`config.mk`:
```
export PLATFORM = sky130hd
export DESIGN_NAME = rtc_bcd_datetime_validator
export DESIGN_NICKNAME = d
export VERILOG_FILES = /design/src/rtl/rbdv_pkg.sv /design/src/rtl/rbdv_bcd_decode.sv /design/src/rtl/rbdv_check.sv /design/src/rtl/rtc_bcd_datetime_validator.sv
export VERILOG_INCLUDE_DIRS = /design/src /design/src/rtl
export SDC_FILE = /design/constraint.sdc
export NUM_CORES = 1
export LEC_CHECK = 0
export ABC_AREA = 0
export ABC_CLOCK_PERIOD_IN_PS = 19950
export BUFFER_PORTS_ARGS = -buffer_cell sky130_fd_sc_hd__buf_2
export CAP_MARGIN = 30
export CORE_MARGIN = 2
export CORE_UTILIZATION = 40
export DETAILED_ROUTE_END_ITERATION = 10
export PLACE_DENSITY = 0.63
export SLEW_MARGIN = 25
export SYNTH_ARGS = -nofsm -noshare
export SYNTH_HDL_FRONTEND = slang
export SYNTH_SLANG_ARGS = --single-unit
```
`constraint.sdc`:
```
create_clock -name aclk -period 19.95 [get_ports aclk]
set_clock_uncertainty 0.05 [all_clocks]
set_input_delay 1.995 -clock aclk [delete_from_list [all_inputs] [get_ports aclk]]
set_output_delay 1.995 -clock aclk [all_outputs]
set_load 0.03 [all_outputs]
```
`src/rtl/rtc_bcd_datetime_validator_macros.svh`:
```
// Assertion macros shared by the RTC snapshot validator RTL.
// Depends on a clock named aclk and an active-low reset named aresetn in scope.
`ifndef RTC_BCD_DATETIME_VALIDATOR_MACROS_SVH
`define RTC_BCD_DATETIME_VALIDATOR_MACROS_SVH

`ifndef NO_ASSERTIONS
// Check a property at every clock edge outside of reset
`define RBDV_ASSERT(lbl, prop, msg) \
    lbl: assert property (@(posedge aclk) disable iff (!aresetn) (prop)) else $error(msg);
// Check a property at every clock edge, reset included
`define RBDV_ASSERT_ALWAYS(lbl, prop, msg) \
    lbl: assert property (@(posedge aclk) (prop)) else $error(msg);
`else
`define RBDV_ASSERT(lbl, prop, msg)
`define RBDV_ASSERT_ALWAYS(lbl, prop, msg)
`endif

`endif

```
`src/rtl/rbdv_pkg.sv`:
```
// Shared constants, flag bit positions and calendar tables for the RTC validator.
// No dependencies.
package rbdv_pkg;

    localparam int unsigned BCD_W   = 8;
    localparam int unsigned VAL_W   = 7;
    localparam int unsigned FLAGS_W = 12;
    localparam int unsigned COUNT_W = 16;
    localparam int unsigned S_TDATA_W = 7 * BCD_W;
    localparam int unsigned M_TDATA_W = 32;

    // Flag word bit positions
    localparam int unsigned FLAG_NOT24H  = 4;
    localparam int unsigned FLAG_PWRFAIL = 5;
    localparam int unsigned FLAG_YEAR    = 6;
    localparam int unsigned FLAG_MONTH   = 7;
    localparam int unsigned FLAG_DAY     = 8;
    localparam int unsigned FLAG_HOUR    = 9;
    localparam int unsigned FLAG_MINUTE  = 10;
    localparam int unsigned FLAG_SECOND  = 11;

    // Status byte bits
    localparam int unsigned STAT_PWRFAIL = 7;
    localparam int unsigned STAT_24H     = 6;

    // Range limits
    localparam logic [VAL_W-1:0] MONTH_MAX  = 7'd12;
    localparam logic [VAL_W-1:0] HOUR_MAX   = 7'd24;
    localparam logic [VAL_W-1:0] MINUTE_MAX = 7'd60;
    localparam logic [VAL_W-1:0] SECOND_MAX = 7'd60;
    localparam logic [8:0]       DAYS_PER_YEAR = 9'd365;

    // Days in a month, February as non-leap
    function automatic logic [4:0] month_len(input logic [3:0] month);
        logic [4:0] len;
        case (month)
            4'd2:                         len = 5'd28;
            4'd4, 4'd6, 4'd9, 4'd11:      len = 5'd30;
            default:                      len = 5'd31;
        endcase
        return len;
    endfunction

    // Days in the whole months before this one, non-leap year
    function automatic logic [8:0] days_before(input logic [3:0] month);
        logic [8:0] d;
        case (month)
            4'd1:    d = 9'd0;
            4'd2:    d = 9'd31;
            4'd3:    d = 9'd59;
            4'd4:    d = 9'd90;
            4'd5:    d = 9'd120;
            4'd6:    d = 9'd151;
            4'd7:    d = 9'd181;
            4'd8:    d = 9'd212;
            4'd9:    d = 9'd243;
            4'd10:   d = 9'd273;
            4'd11:   d = 9'd304;
            4'd12:   d = 9'd334;
            default: d = 9'd0;
        endcase
        return d;
    endfunction

    // Flags and day count from one snapshot, passed between the check and the top level
    typedef struct packed {
        logic [FLAGS_W-1:0] flags;
        logic [COUNT_W-1:0] count;
    } rbdv_result_t;

endpackage

```
`src/rtl/rbdv_bcd_decode.sv`:
```
// Decodes one BCD byte into its binary value and a bad-digit flag.
// Depends on rbdv_pkg.
module rbdv_bcd_decode
    import rbdv_pkg::*;
(
    input  logic [BCD_W-1:0] raw,
    output logic [VAL_W-1:0] val,
    output logic             bad
);

    logic [3:0] hi;
    logic [3:0] lo;
    logic [7:0] sum;

    assign hi = raw[7:4];
    assign lo = raw[3:0];

    // Flag either digit at ten or above
    assign bad = (hi > 4'd9) || (lo > 4'd9);

    // hi*10 + lo as shifts and adds
    assign sum = {1'b0, hi, 3'b000} + {3'b000, hi, 1'b0} + {4'b0000, lo};
    assign val = sum[VAL_W-1:0];

endmodule

```
`src/rtl/rbdv_check.sv`:
```
// Range checks and day count for one registered RTC snapshot.
// Depends on rbdv_pkg and rbdv_bcd_decode.
module rbdv_check
    import rbdv_pkg::*;
(
    input  logic [BCD_W-1:0] status_byte,
    input  logic [BCD_W-1:0] year_bcd,
    input  logic [BCD_W-1:0] month_bcd,
    input  logic [BCD_W-1:0] day_bcd,
    input  logic [BCD_W-1:0] hour_bcd,
    input  logic [BCD_W-1:0] minute_bcd,
    input  logic [BCD_W-1:0] second_bcd,
    output rbdv_result_t     result
);

    logic [VAL_W-1:0] year_val, month_val, day_val, hour_val, minute_val, second_val;
    logic             year_bad, month_bad, day_bad, hour_bad, minute_bad, second_bad;
    logic             month_ok;
    logic             leap;
    logic [3:0]       month_idx;
    logic [5:0]       day_lim;
    logic             day_over;
    logic             date_bad;
    logic [6:0]       year_m1;
    logic [15:0]      year_days;
    logic [15:0]      count;
    logic [FLAGS_W-1:0] flags;

    rbdv_bcd_decode u_dec_year   (.raw(year_bcd),   .val(year_val),   .bad(year_bad));
    rbdv_bcd_decode u_dec_month  (.raw(month_bcd),  .val(month_val),  .bad(month_bad));
    rbdv_bcd_decode u_dec_day    (.raw(day_bcd),    .val(day_val),    .bad(day_bad));
    rbdv_bcd_decode u_dec_hour   (.raw(hour_bcd),   .val(hour_val),   .bad(hour_bad));
    rbdv_bcd_decode u_dec_minute (.raw(minute_bcd), .val(minute_val), .bad(minute_bad));
    rbdv_bcd_decode u_dec_second (.raw(second_bcd), .val(second_val), .bad(second_bad));

    // Within one century every fourth year is leap, year 00 included
    assign leap = !year_bad && (year_val[1:0] == 2'b00);

    assign month_ok  = !month_bad && (month_val != '0) && (month_val <= MONTH_MAX);
    assign month_idx = month_val[3:0];

    // Month end, with February stretched in a leap year
    assign day_lim  = {1'b0, month_len(month_idx)}
                    + {5'd0, (month_idx == 4'd2) && leap};
    assign day_over = month_ok && ({1'b0, day_val} > {1'b0, day_lim});

    // Build the flag word
    always_comb begin
        flags = '0;
        flags[FLAG_PWRFAIL] = status_byte[STAT_PWRFAIL];
        flags[FLAG_NOT24H]  = !status_byte[STAT_24H];
        flags[FLAG_YEAR]    = year_bad;
        flags[FLAG_MONTH]   = !month_ok;
        flags[FLAG_DAY]     = day_bad || day_over;
        flags[FLAG_HOUR]    = hour_bad || (hour_val > HOUR_MAX);
        flags[FLAG_MINUTE]  = minute_bad || (minute_val > MINUTE_MAX);
        flags[FLAG_SECOND]  = second_bad || (second_val > SECOND_MAX);
    end

    assign date_bad = flags[FLAG_YEAR] || flags[FLAG_MONTH] || flags[FLAG_DAY];

    // Whole earlier years: (y-1)*365 + (y-1)/4, nothing for year 00
    assign year_m1   = (year_val == '0) ? 7'd0 : (year_val - 7'd1);
    assign year_days = ({9'd0, year_m1} * {7'd0, DAYS_PER_YEAR}) + {11'd0, year_m1[6:2]};

    // Add months, leap day and day of month
    assign count = year_days
                 + {7'd0, days_before(month_idx)}
                 + {15'd0, (month_val > 7'd2) && leap}
                 + {9'd0, day_val};

    assign result.flags = flags;
    assign result.count = date_bad ? '0 : count;

endmodule

```
`src/rtl/rtc_bcd_datetime_validator.sv`:
```
// Top level of the RTC snapshot validator: input register, check logic, result register.
// Depends on rbdv_pkg, rbdv_check and the assertion macro header.
//
//   channel  dir  tdata fields (low bit up)                                      width
//   s_       in   status_byte, year_bcd, month_bcd, day_bcd, hour_bcd,              56
//                 minute_bcd, second_bcd
//   m_       out  error_flags, day_count, 4 zero bits                             32
//
// One beat in and one beat out per cycle sustained while m_tready is high. A taken beat
// is held in the input register, and m_tvalid rises when its result is loaded into the
// result register; between the two lies the single pass of decode, range checks and
// the 7x9 bit constant multiply.
// aresetn is synchronous and clears both valid bits; payload registers are not reset.
// While m_tready is low the result holds, the input stage keeps taking a beat until
// it is full, and then s_tready drops.
`include "rtc_bcd_datetime_validator_macros.svh"

module rtc_bcd_datetime_validator
    import rbdv_pkg::*;
(
    input  logic                 aclk,
    input  logic                 aresetn,
    // status_byte[7:0], year_bcd[15:8], month_bcd[23:16], day_bcd[31:24],
    // hour_bcd[39:32], minute_bcd[47:40], second_bcd[55:48]
    input  logic [S_TDATA_W-1:0] s_tdata,
    input  logic                 s_tvalid,
    output logic                 s_tready,
    // error_flags[11:0], day_count[27:12], zero[31:28]
    output logic [M_TDATA_W-1:0] m_tdata,
    output logic                 m_tvalid,
    input  logic                 m_tready
);

    logic [S_TDATA_W-1:0] in_data_reg;
    logic                 in_valid_reg;
    logic                 in_valid_next;
    rbdv_result_t         res_reg;
    logic                 out_valid_reg;
    logic                 out_valid_next;
    rbdv_result_t         res_comb;
    logic                 out_en;

    // Result stage may load when it is empty or being drained
    assign out_en   = !out_valid_reg || m_tready;
    assign s_tready = !in_valid_reg || out_en;

    assign in_valid_next  = s_tready ? s_tvalid : in_valid_reg;
    assign out_valid_next = out_en ? in_valid_reg : out_valid_reg;

    // Valid bits
    always_ff @(posedge aclk) begin
        if (!aresetn) begin
            in_valid_reg  <= 1'b0;
            out_valid_reg <= 1'b0;
        end else begin
            in_valid_reg  <= in_valid_next;
            out_valid_reg <= out_valid_next;
        end
    end

    // Capture an input beat
    always_ff @(posedge aclk) begin
        if (s_tvalid && s_tready) begin
            in_data_reg <= s_tdata;
        end
    end

    rbdv_check u_check (
        .status_byte (in_data_reg[7:0]),
        .year_bcd    (in_data_reg[15:8]),
        .month_bcd   (in_data_reg[23:16]),
        .day_bcd     (in_data_reg[31:24]),
        .hour_bcd    (in_data_reg[39:32]),
        .minute_bcd  (in_data_reg[47:40]),
        .second_bcd  (in_data_reg[55:48]),
        .result      (res_comb)
    );

    // Advance the checked beat into the result register
    always_ff @(posedge aclk) begin
        if (out_en && in_valid_reg) begin
            res_reg <= res_comb;
        end
    end

    assign m_tvalid = out_valid_reg;
    assign m_tdata  = {4'b0000, res_reg.count, res_reg.flags};

    `RBDV_ASSERT_ALWAYS(a_reset_clears, !aresetn |=> !in_valid_reg && !out_valid_reg, "valid bits not cleared by reset")
    `RBDV_ASSERT(a_stage_moves, in_valid_reg && out_en |=> out_valid_reg, "checked beat did not reach the result register")
    `RBDV_ASSERT(a_stage_holds, in_valid_reg && !out_en |=> in_valid_reg && $stable(in_data_reg), "input stage lost a beat while stalled")
    `RBDV_ASSERT(a_count_zero, out_valid_reg && (res_reg.flags[FLAG_YEAR] || res_reg.flags[FLAG_MONTH] || res_reg.flags[FLAG_DAY]) |-> res_reg.count == '0, "day count not zero with a date flag set")
    `RBDV_ASSERT(a_low_flags_zero, out_valid_reg |-> res_reg.flags[3:0] == 4'b0000, "reserved flag bits set")

endmodule
```
* Yosys cells after proc, flatten, opt, wreduce, memory -nomap -nowiden *
Memories as Yosys holds them, arrays and structs flattened.
Cells that the tools add are included.

storage, ports and cells
  output and inout bits = 34
  register bits after elaboration = 82
  bits of input ports = 60
  ROM bits = 144
  word-level logic and storage cells = 82
  memories = 1

memory list
  name             depth  bits a word  read ports  clocked after memory_dff  write ports  line            text
  (no name shown)  16     9            1           0                         0            rbdv_pkg.sv:47  case (month)

operators by class
  mux-type cells = 2
  equality and inequality tests = 5
  add/sub/neg operators = 18
  reduce and logical (&&, ||, !) cells = 32
  $lt $le $gt $ge = 18
  $mul = 1

operators by type and width
  cell                                                            number
  > comparator 4 bit, second input constant                       12
  adder 7 x 4 -> 7 bit                                            6
  adder 7 x 5 -> 7 bit                                            6
  adder 16 x 1 -> 16 bit                                          1
  adder 16 x 5 -> 16 bit                                          1
  adder 16 x 7 -> 16 bit                                          1
  adder 16 x 9 -> 16 bit                                          1
  multiplier 7 x 9 -> 16 bit, second input constant               1
  > comparator 7 x 6 -> 1 bit, second input constant              2
  logical OR 1 bit                                                14
  equality test 4 x 3 -> 1 bit, second input constant             2
  equality test 4 bit, second input constant                      2
  logical AND 1 bit                                               8
  > comparator 7 x 2 -> 1 bit, second input constant              1
  > comparator 7 x 5 -> 1 bit, second input constant              1
  > comparator 7 x 6 -> 1 bit                                     1
  less-or-equal comparator 7 x 4 -> 1 bit, second input constant  1
  logical NOT 7 bit                                               1
  2-to-1 mux 7 bit                                                1
  nonzero test 7 bit                                              1
  subtractor 7 x 1 -> 7 bit, second input constant                1
  adder 5 x 1 -> 6 bit                                            1
  logical NOT 1 bit                                               6
  equality test 4 x 2 -> 1 bit, second input constant             1
  3 further kinds                                                 3

* Depth between registers and ports, before layout *
  depth after elaboration = 10
  depth in mapped cells = 26
  mapped depth without buffers = 26

* By module *
From an unflattened synthesis, not the netlist that was laid out.

unflattened totals
  cell total of the unflattened synthesis = 554
  area, all modules = 6685.2 um^2

modules (own cells, without submodules)
  module                      seq. area each (um^2)  cells each  instances  area each (um^2)
  rbdv_check                  0.0                    336         1          2801.4
  rtc_bcd_datetime_validator  2562.5                 98          1          2660.1
  rbdv_bcd_decode             0.0                    20          6          203.9

* Least setup slack after synthesis *
OpenSTA, ideal clock, no wires.

  path type = register to register
  start point = register in_data_reg[11]
  end point = register res_reg, in the netlist m_tdata[24] (data pin)
  required time = 19.733 ns
  setup slack = 13.148 ns
  stages on the path, launching flop included = 23
  path buffers = 0
  setup time = 0.167 ns
  clock period less this slack = 6.802 ns
  arrival = 6.585 ns
  cell sequence = edfxtp_1 > inv_1 > fa_1 > inv_1 > fa_1 > xor2_1 > nor3_1 > o21ai_0 > o21ai_0 > inv_1 > fa_1 > ha_1 > ha_1 > fa_1 > inv_1 > fa_1 > inv_1 > ha_1 > a21oi_1 > o211ai_1 > a311oi_1 > o21ai_0 > a211oi_1

on the way
  cells in the longest elaborated chain, start to end = 10
  elaborated cells on any way between the ends = 21
  those cells by class = add/sub (7); mul (1); order compare (2); mux (1); reduce/logical (10)

ends and longest elaborated chain
  element                                                              line                              text
  from (decl)                                                          rtc_bcd_datetime_validator.sv:34  logic [S_TDATA_W-1:0] in_data_reg;
  from (signal assigned)                                               rtc_bcd_datetime_validator.sv:64  in_data_reg <= s_tdata;
  branches (longest 10 deep; another with multiplier 7 x 9 -> 16 bit)  -
  to (signal assigned)                                                 rtc_bcd_datetime_validator.sv:82  res_reg <= res_comb;
  to (decl)                                                            rtc_bcd_datetime_validator.sv:37  rbdv_result_t res_reg;

Parallel ways; which one is timed is not known.
A chain may end at the register's enable or synchronous reset.

* Worst setup path in the final report *
  start point = register in_data_reg[14]
  end point = register res_reg, in the netlist m_tdata[24] (data pin)

on the way
  cells in the longest elaborated chain, start to end = 10
  elaborated cells on any way between the ends = 22
  those cells by class = add/sub (8); mul (1); order compare (2); mux (1); reduce/logical (10)

ends and longest elaborated chain
  element
  branches (longest 10 deep; another with multiplier 7 x 9 -> 16 bit)

Parallel ways; which one is timed is not known.

==> results.sh <==
export IMPL_cp_slowest_cell="o21ai_0"
export IMPL_routabilityCongestion=0.8432
export IMPL_worstHoldPathType="reg2reg"
export IMPL_h_tree_depth=3
export IMPL_clkTransAtPathRegs_ps=60
export IMPL_antenna_found_initial=0
export IMPL_drtAntennaViolNets=0
export IMPL_die_h_um=130.8
export IMPL_critPathBufInv=5
export IMPL_syn_area_um2=6434
export IMPL_rsz0062_at_grt="no"
export IMPL_syn_area_per_cell_um2=11.15
export IMPL_grt_pass1_vias=4663
export IMPL_cp_required_ps=20070
export IMPL_largest_reg_flops=50
export IMPL_maxCapViolCount=0
export IMPL_grt_pass1_wl_um=20350
export IMPL_post_cts_resized=0
export IMPL_yosysUniqueCellTypes=49
export IMPL_status="complete, no violations"
export IMPL_setup_viol=0
export IMPL_rows=46
export IMPL_layout_nets=879
export IMPL_clk_latency_ps=340
export IMPL_synth_top_area_share_pct=34.54
export IMPL_yosysMostFrequentCell="ha_1"
export IMPL_fin_crit_sh_pct=38.77
export IMPL_root_buffer="clkbuf_16"
export IMPL_postCtsHoldBufs=0
export IMPL_worstPathArrival_ps=7850
export IMPL_wl_per_cell_um=13.40
export IMPL_critical_path_top_delay_family="adder cells"
export IMPL_viasPerCell=4.959
export IMPL_synth_edf_count=74
export IMPL_use_met3_pct=2.891
export IMPL_top_usage_layer="met2"
export IMPL_synth_largest_area_cell="edfxtp_1"
export IMPL_finalMaxSlewViolations=0
export IMPL_async_reset_ff_share_pct=0
export IMPL_num_io_pins=94
export IMPL_area_growth_pct=14.47
export IMPL_final_core_util_pct=46.53
export IMPL_startpoint_type="flop"
export IMPL_slew_headroom_pct=40.72
export IMPL_core_area_um2=15830
export IMPL_drt_pass1_iter_count=4
export IMPL_via_count=4384
export IMPL_cts_sinks=76
export IMPL_cts_buffers=9
export IMPL_cp_cell_sequence="inv_1, fa_1, inv_1, fa_1, xor2_1, nor3_1, o21ai_0, o21ai_0, inv_1, fa_1, ha_1, ha_1, fa_1, inv_1, fa_1, inv_1, ha_1, a21oi_1, o211ai_1, a311oi_1, o21ai_0, a211oi_1"
export IMPL_crit_path_end_kind="flop"
export IMPL_layout_drive_gt1_share_pct=15.72
export IMPL_cts_setup_buffers=0
export IMPL_crit_path_max_incr_delay_ps=760
export IMPL_dieArea_um2=17120
export IMPL_clk_path_buf_depth=2
export IMPL_criticalPathCategory="reg2reg"
export IMPL_use_met2_pct=27.85
export IMPL_yosysSeqAreaShare_pct=35.16
export IMPL_first_iter_violations=186
export IMPL_ys_seq_elements=76
export IMPL_hold_violations=0
export IMPL_yosysWarningCount=0
export IMPL_wirelength_um=11850
export IMPL_fill_cells=1447
export IMPL_post_dp_hpwl_um=9951
export IMPL_worst_path_max_fanout=5
export IMPL_seq_area_um2=2262
export IMPL_grt_start_max_net_pins=36
export IMPL_n_antenna_cell=0
export IMPL_fmaxAchievable_mhz=129.3
export IMPL_drc_errors=0
export IMPL_ys_flop_type="edfxtp_1"
export IMPL_synth_top_cells_by_area="edfxtp_1 (35%), ha_1 (22%), fa_1 (14%), inv_1 (6.0%), a21oi_1 (2.8%)"
export IMPL_overflow=0
export IMPL_ys_top_cells_by_count="ha_1 (111), inv_1 (102), edfxtp_1 (74)"
export IMPL_gr_usage_all_layers_pct=15.21
export IMPL_tns_ps=0
export IMPL_syn_inst=577
export IMPL_port_buffers=79
export IMPL_worst_pin_slew_ps=879.9
export IMPL_start_util_pct=40.65
export IMPL_period_needed_ps=7735
export IMPL_cts_tree="yes"
export IMPL_die_x_um=130.8
export IMPL_gr_usage_met1_pct=17.39
export IMPL_multiInputGateArea_um2=3726
-- worst register-to-register path, stage by stage, from the launching register on --
cell and delay [ps]:
edfxtp_1 380, inv_1 70, fa_1 470, inv_1 70, fa_1 460, xor2_1 200, nor3_1 360, o21ai_0 270
o21ai_0 760, inv_1 280, fa_1 540, ha_1 310, ha_1 300, fa_1 540, inv_1 60, fa_1 530
inv_1 40, ha_1 330, a21oi_1 290, o211ai_1 200, a311oi_1 660, o21ai_0 150, a211oi_1 260
-- layout make-up --
cell class,count,share of cell area (%)
well taps,216,3.670
clock buffers,11,3.432
repair buffers,81,5.573
clock inverters,5,0.8155
inverters,102,5.199
flip-flops and latches,76,30.72
multi-input cells,393,50.59
-- per-layer routing --
metal / up-vias / part of all wire, %
met1: 2106 / 42
li1: 2156 / -
met4: 0 / 2.4
met5: - / 0
met3: 24 / 3.0
met2: 98 / 52
-- final timing paths --
kind                        startpoint                   endpoint  slack [ps]  depth (start not counted)
max          in_data_reg[14]$_DFFE_PP_  m_tdata[24]$_SDFFCE_PP0P_       12210                         22
min           in_data_reg[7]$_DFFE_PP_       m_tdata[5]$_DFFE_PP_         380                          0
min reg2reg   in_data_reg[7]$_DFFE_PP_       m_tdata[5]$_DFFE_PP_         380                          0
max reg2reg  in_data_reg[14]$_DFFE_PP_  m_tdata[24]$_SDFFCE_PP0P_       12210                         22
-- placed cells by master (no fill, tap or decap), types with 2 or more instances in the layout --
| cell type | synthesis | layout |
|---|---|---|
| a211oi_1 | 5 | 5 |
| a21boi_0 | 2 | 2 |
| a21o_1 | 12 | 12 |
| a21oi_1 | 36 | 36 |
| a311oi_1 | 2 | 2 |
| a31oi_1 | 3 | 3 |
| and2_1 | 3 | 2 |
| and3_1 | 4 | 4 |
| buf_2 | 2 | 79 |
| buf_4 | 9 | 2 |
| clkbuf_16 | 0 | 9 |
| clkbuf_8 | 0 | 2 |
| clkinv_4 | 0 | 2 |
| conb_1 | 1 | 8 |
| dfxtp_1 | 2 | 2 |
| edfxtp_1 | 74 | 74 |
| fa_1 | 45 | 45 |
| ha_1 | 111 | 111 |
| inv_1 | 102 | 102 |
| mux2_2 | 2 | 2 |
| mux2i_1 | 3 | 3 |
| nand2_1 | 15 | 15 |
| nand2b_1 | 4 | 4 |
| nand3_1 | 8 | 8 |
| nor2_1 | 28 | 28 |
| nor2b_1 | 10 | 9 |
| nor3_1 | 8 | 8 |
| o2111ai_1 | 2 | 2 |
| o211ai_1 | 5 | 5 |
| o21a_1 | 4 | 4 |
| o21ai_0 | 27 | 27 |
| o21bai_1 | 2 | 2 |
| o31ai_1 | 2 | 2 |
| or2_2 | 2 | 2 |
| xnor2_1 | 14 | 14 |
| xor2_1 | 12 | 12 |
-- logic make-up after synthesis --
kind of cell	after synthesis	share of synthesized area (%)
flip-flops	76	35.16
adder cells (fa/ha/maj)	156	35.59
buffers and inverters	115	7.390
XOR/XNOR	26	3.540
AND/OR/NAND/NOR	89	6.807
AO/OA/AOI/OAI	108	10.29
multiplexers	6	1.167
other	1	0.05829
-- metrics by stage --
stage | instance area (µm²) | worst slack (ps) | hold WS (ps) | cells
after floorplan | 6460 | 13150 | 350.3 | 584
after global placement | 7052 | 12430 | 352.8 | 868
after detailed placement | 7052 | 12270 | 369.7 | 868
after CTS | 7365 | 12210 | 392.8 | 884
after global routing | 7365 | 11590 | 424.7 | 884
final | 7365 | 12210 | 383.0 | 884
Power is left out: the tool's default activity adds up to more than one toggle a clock period on the data nets, which glitch-free logic cannot reach.
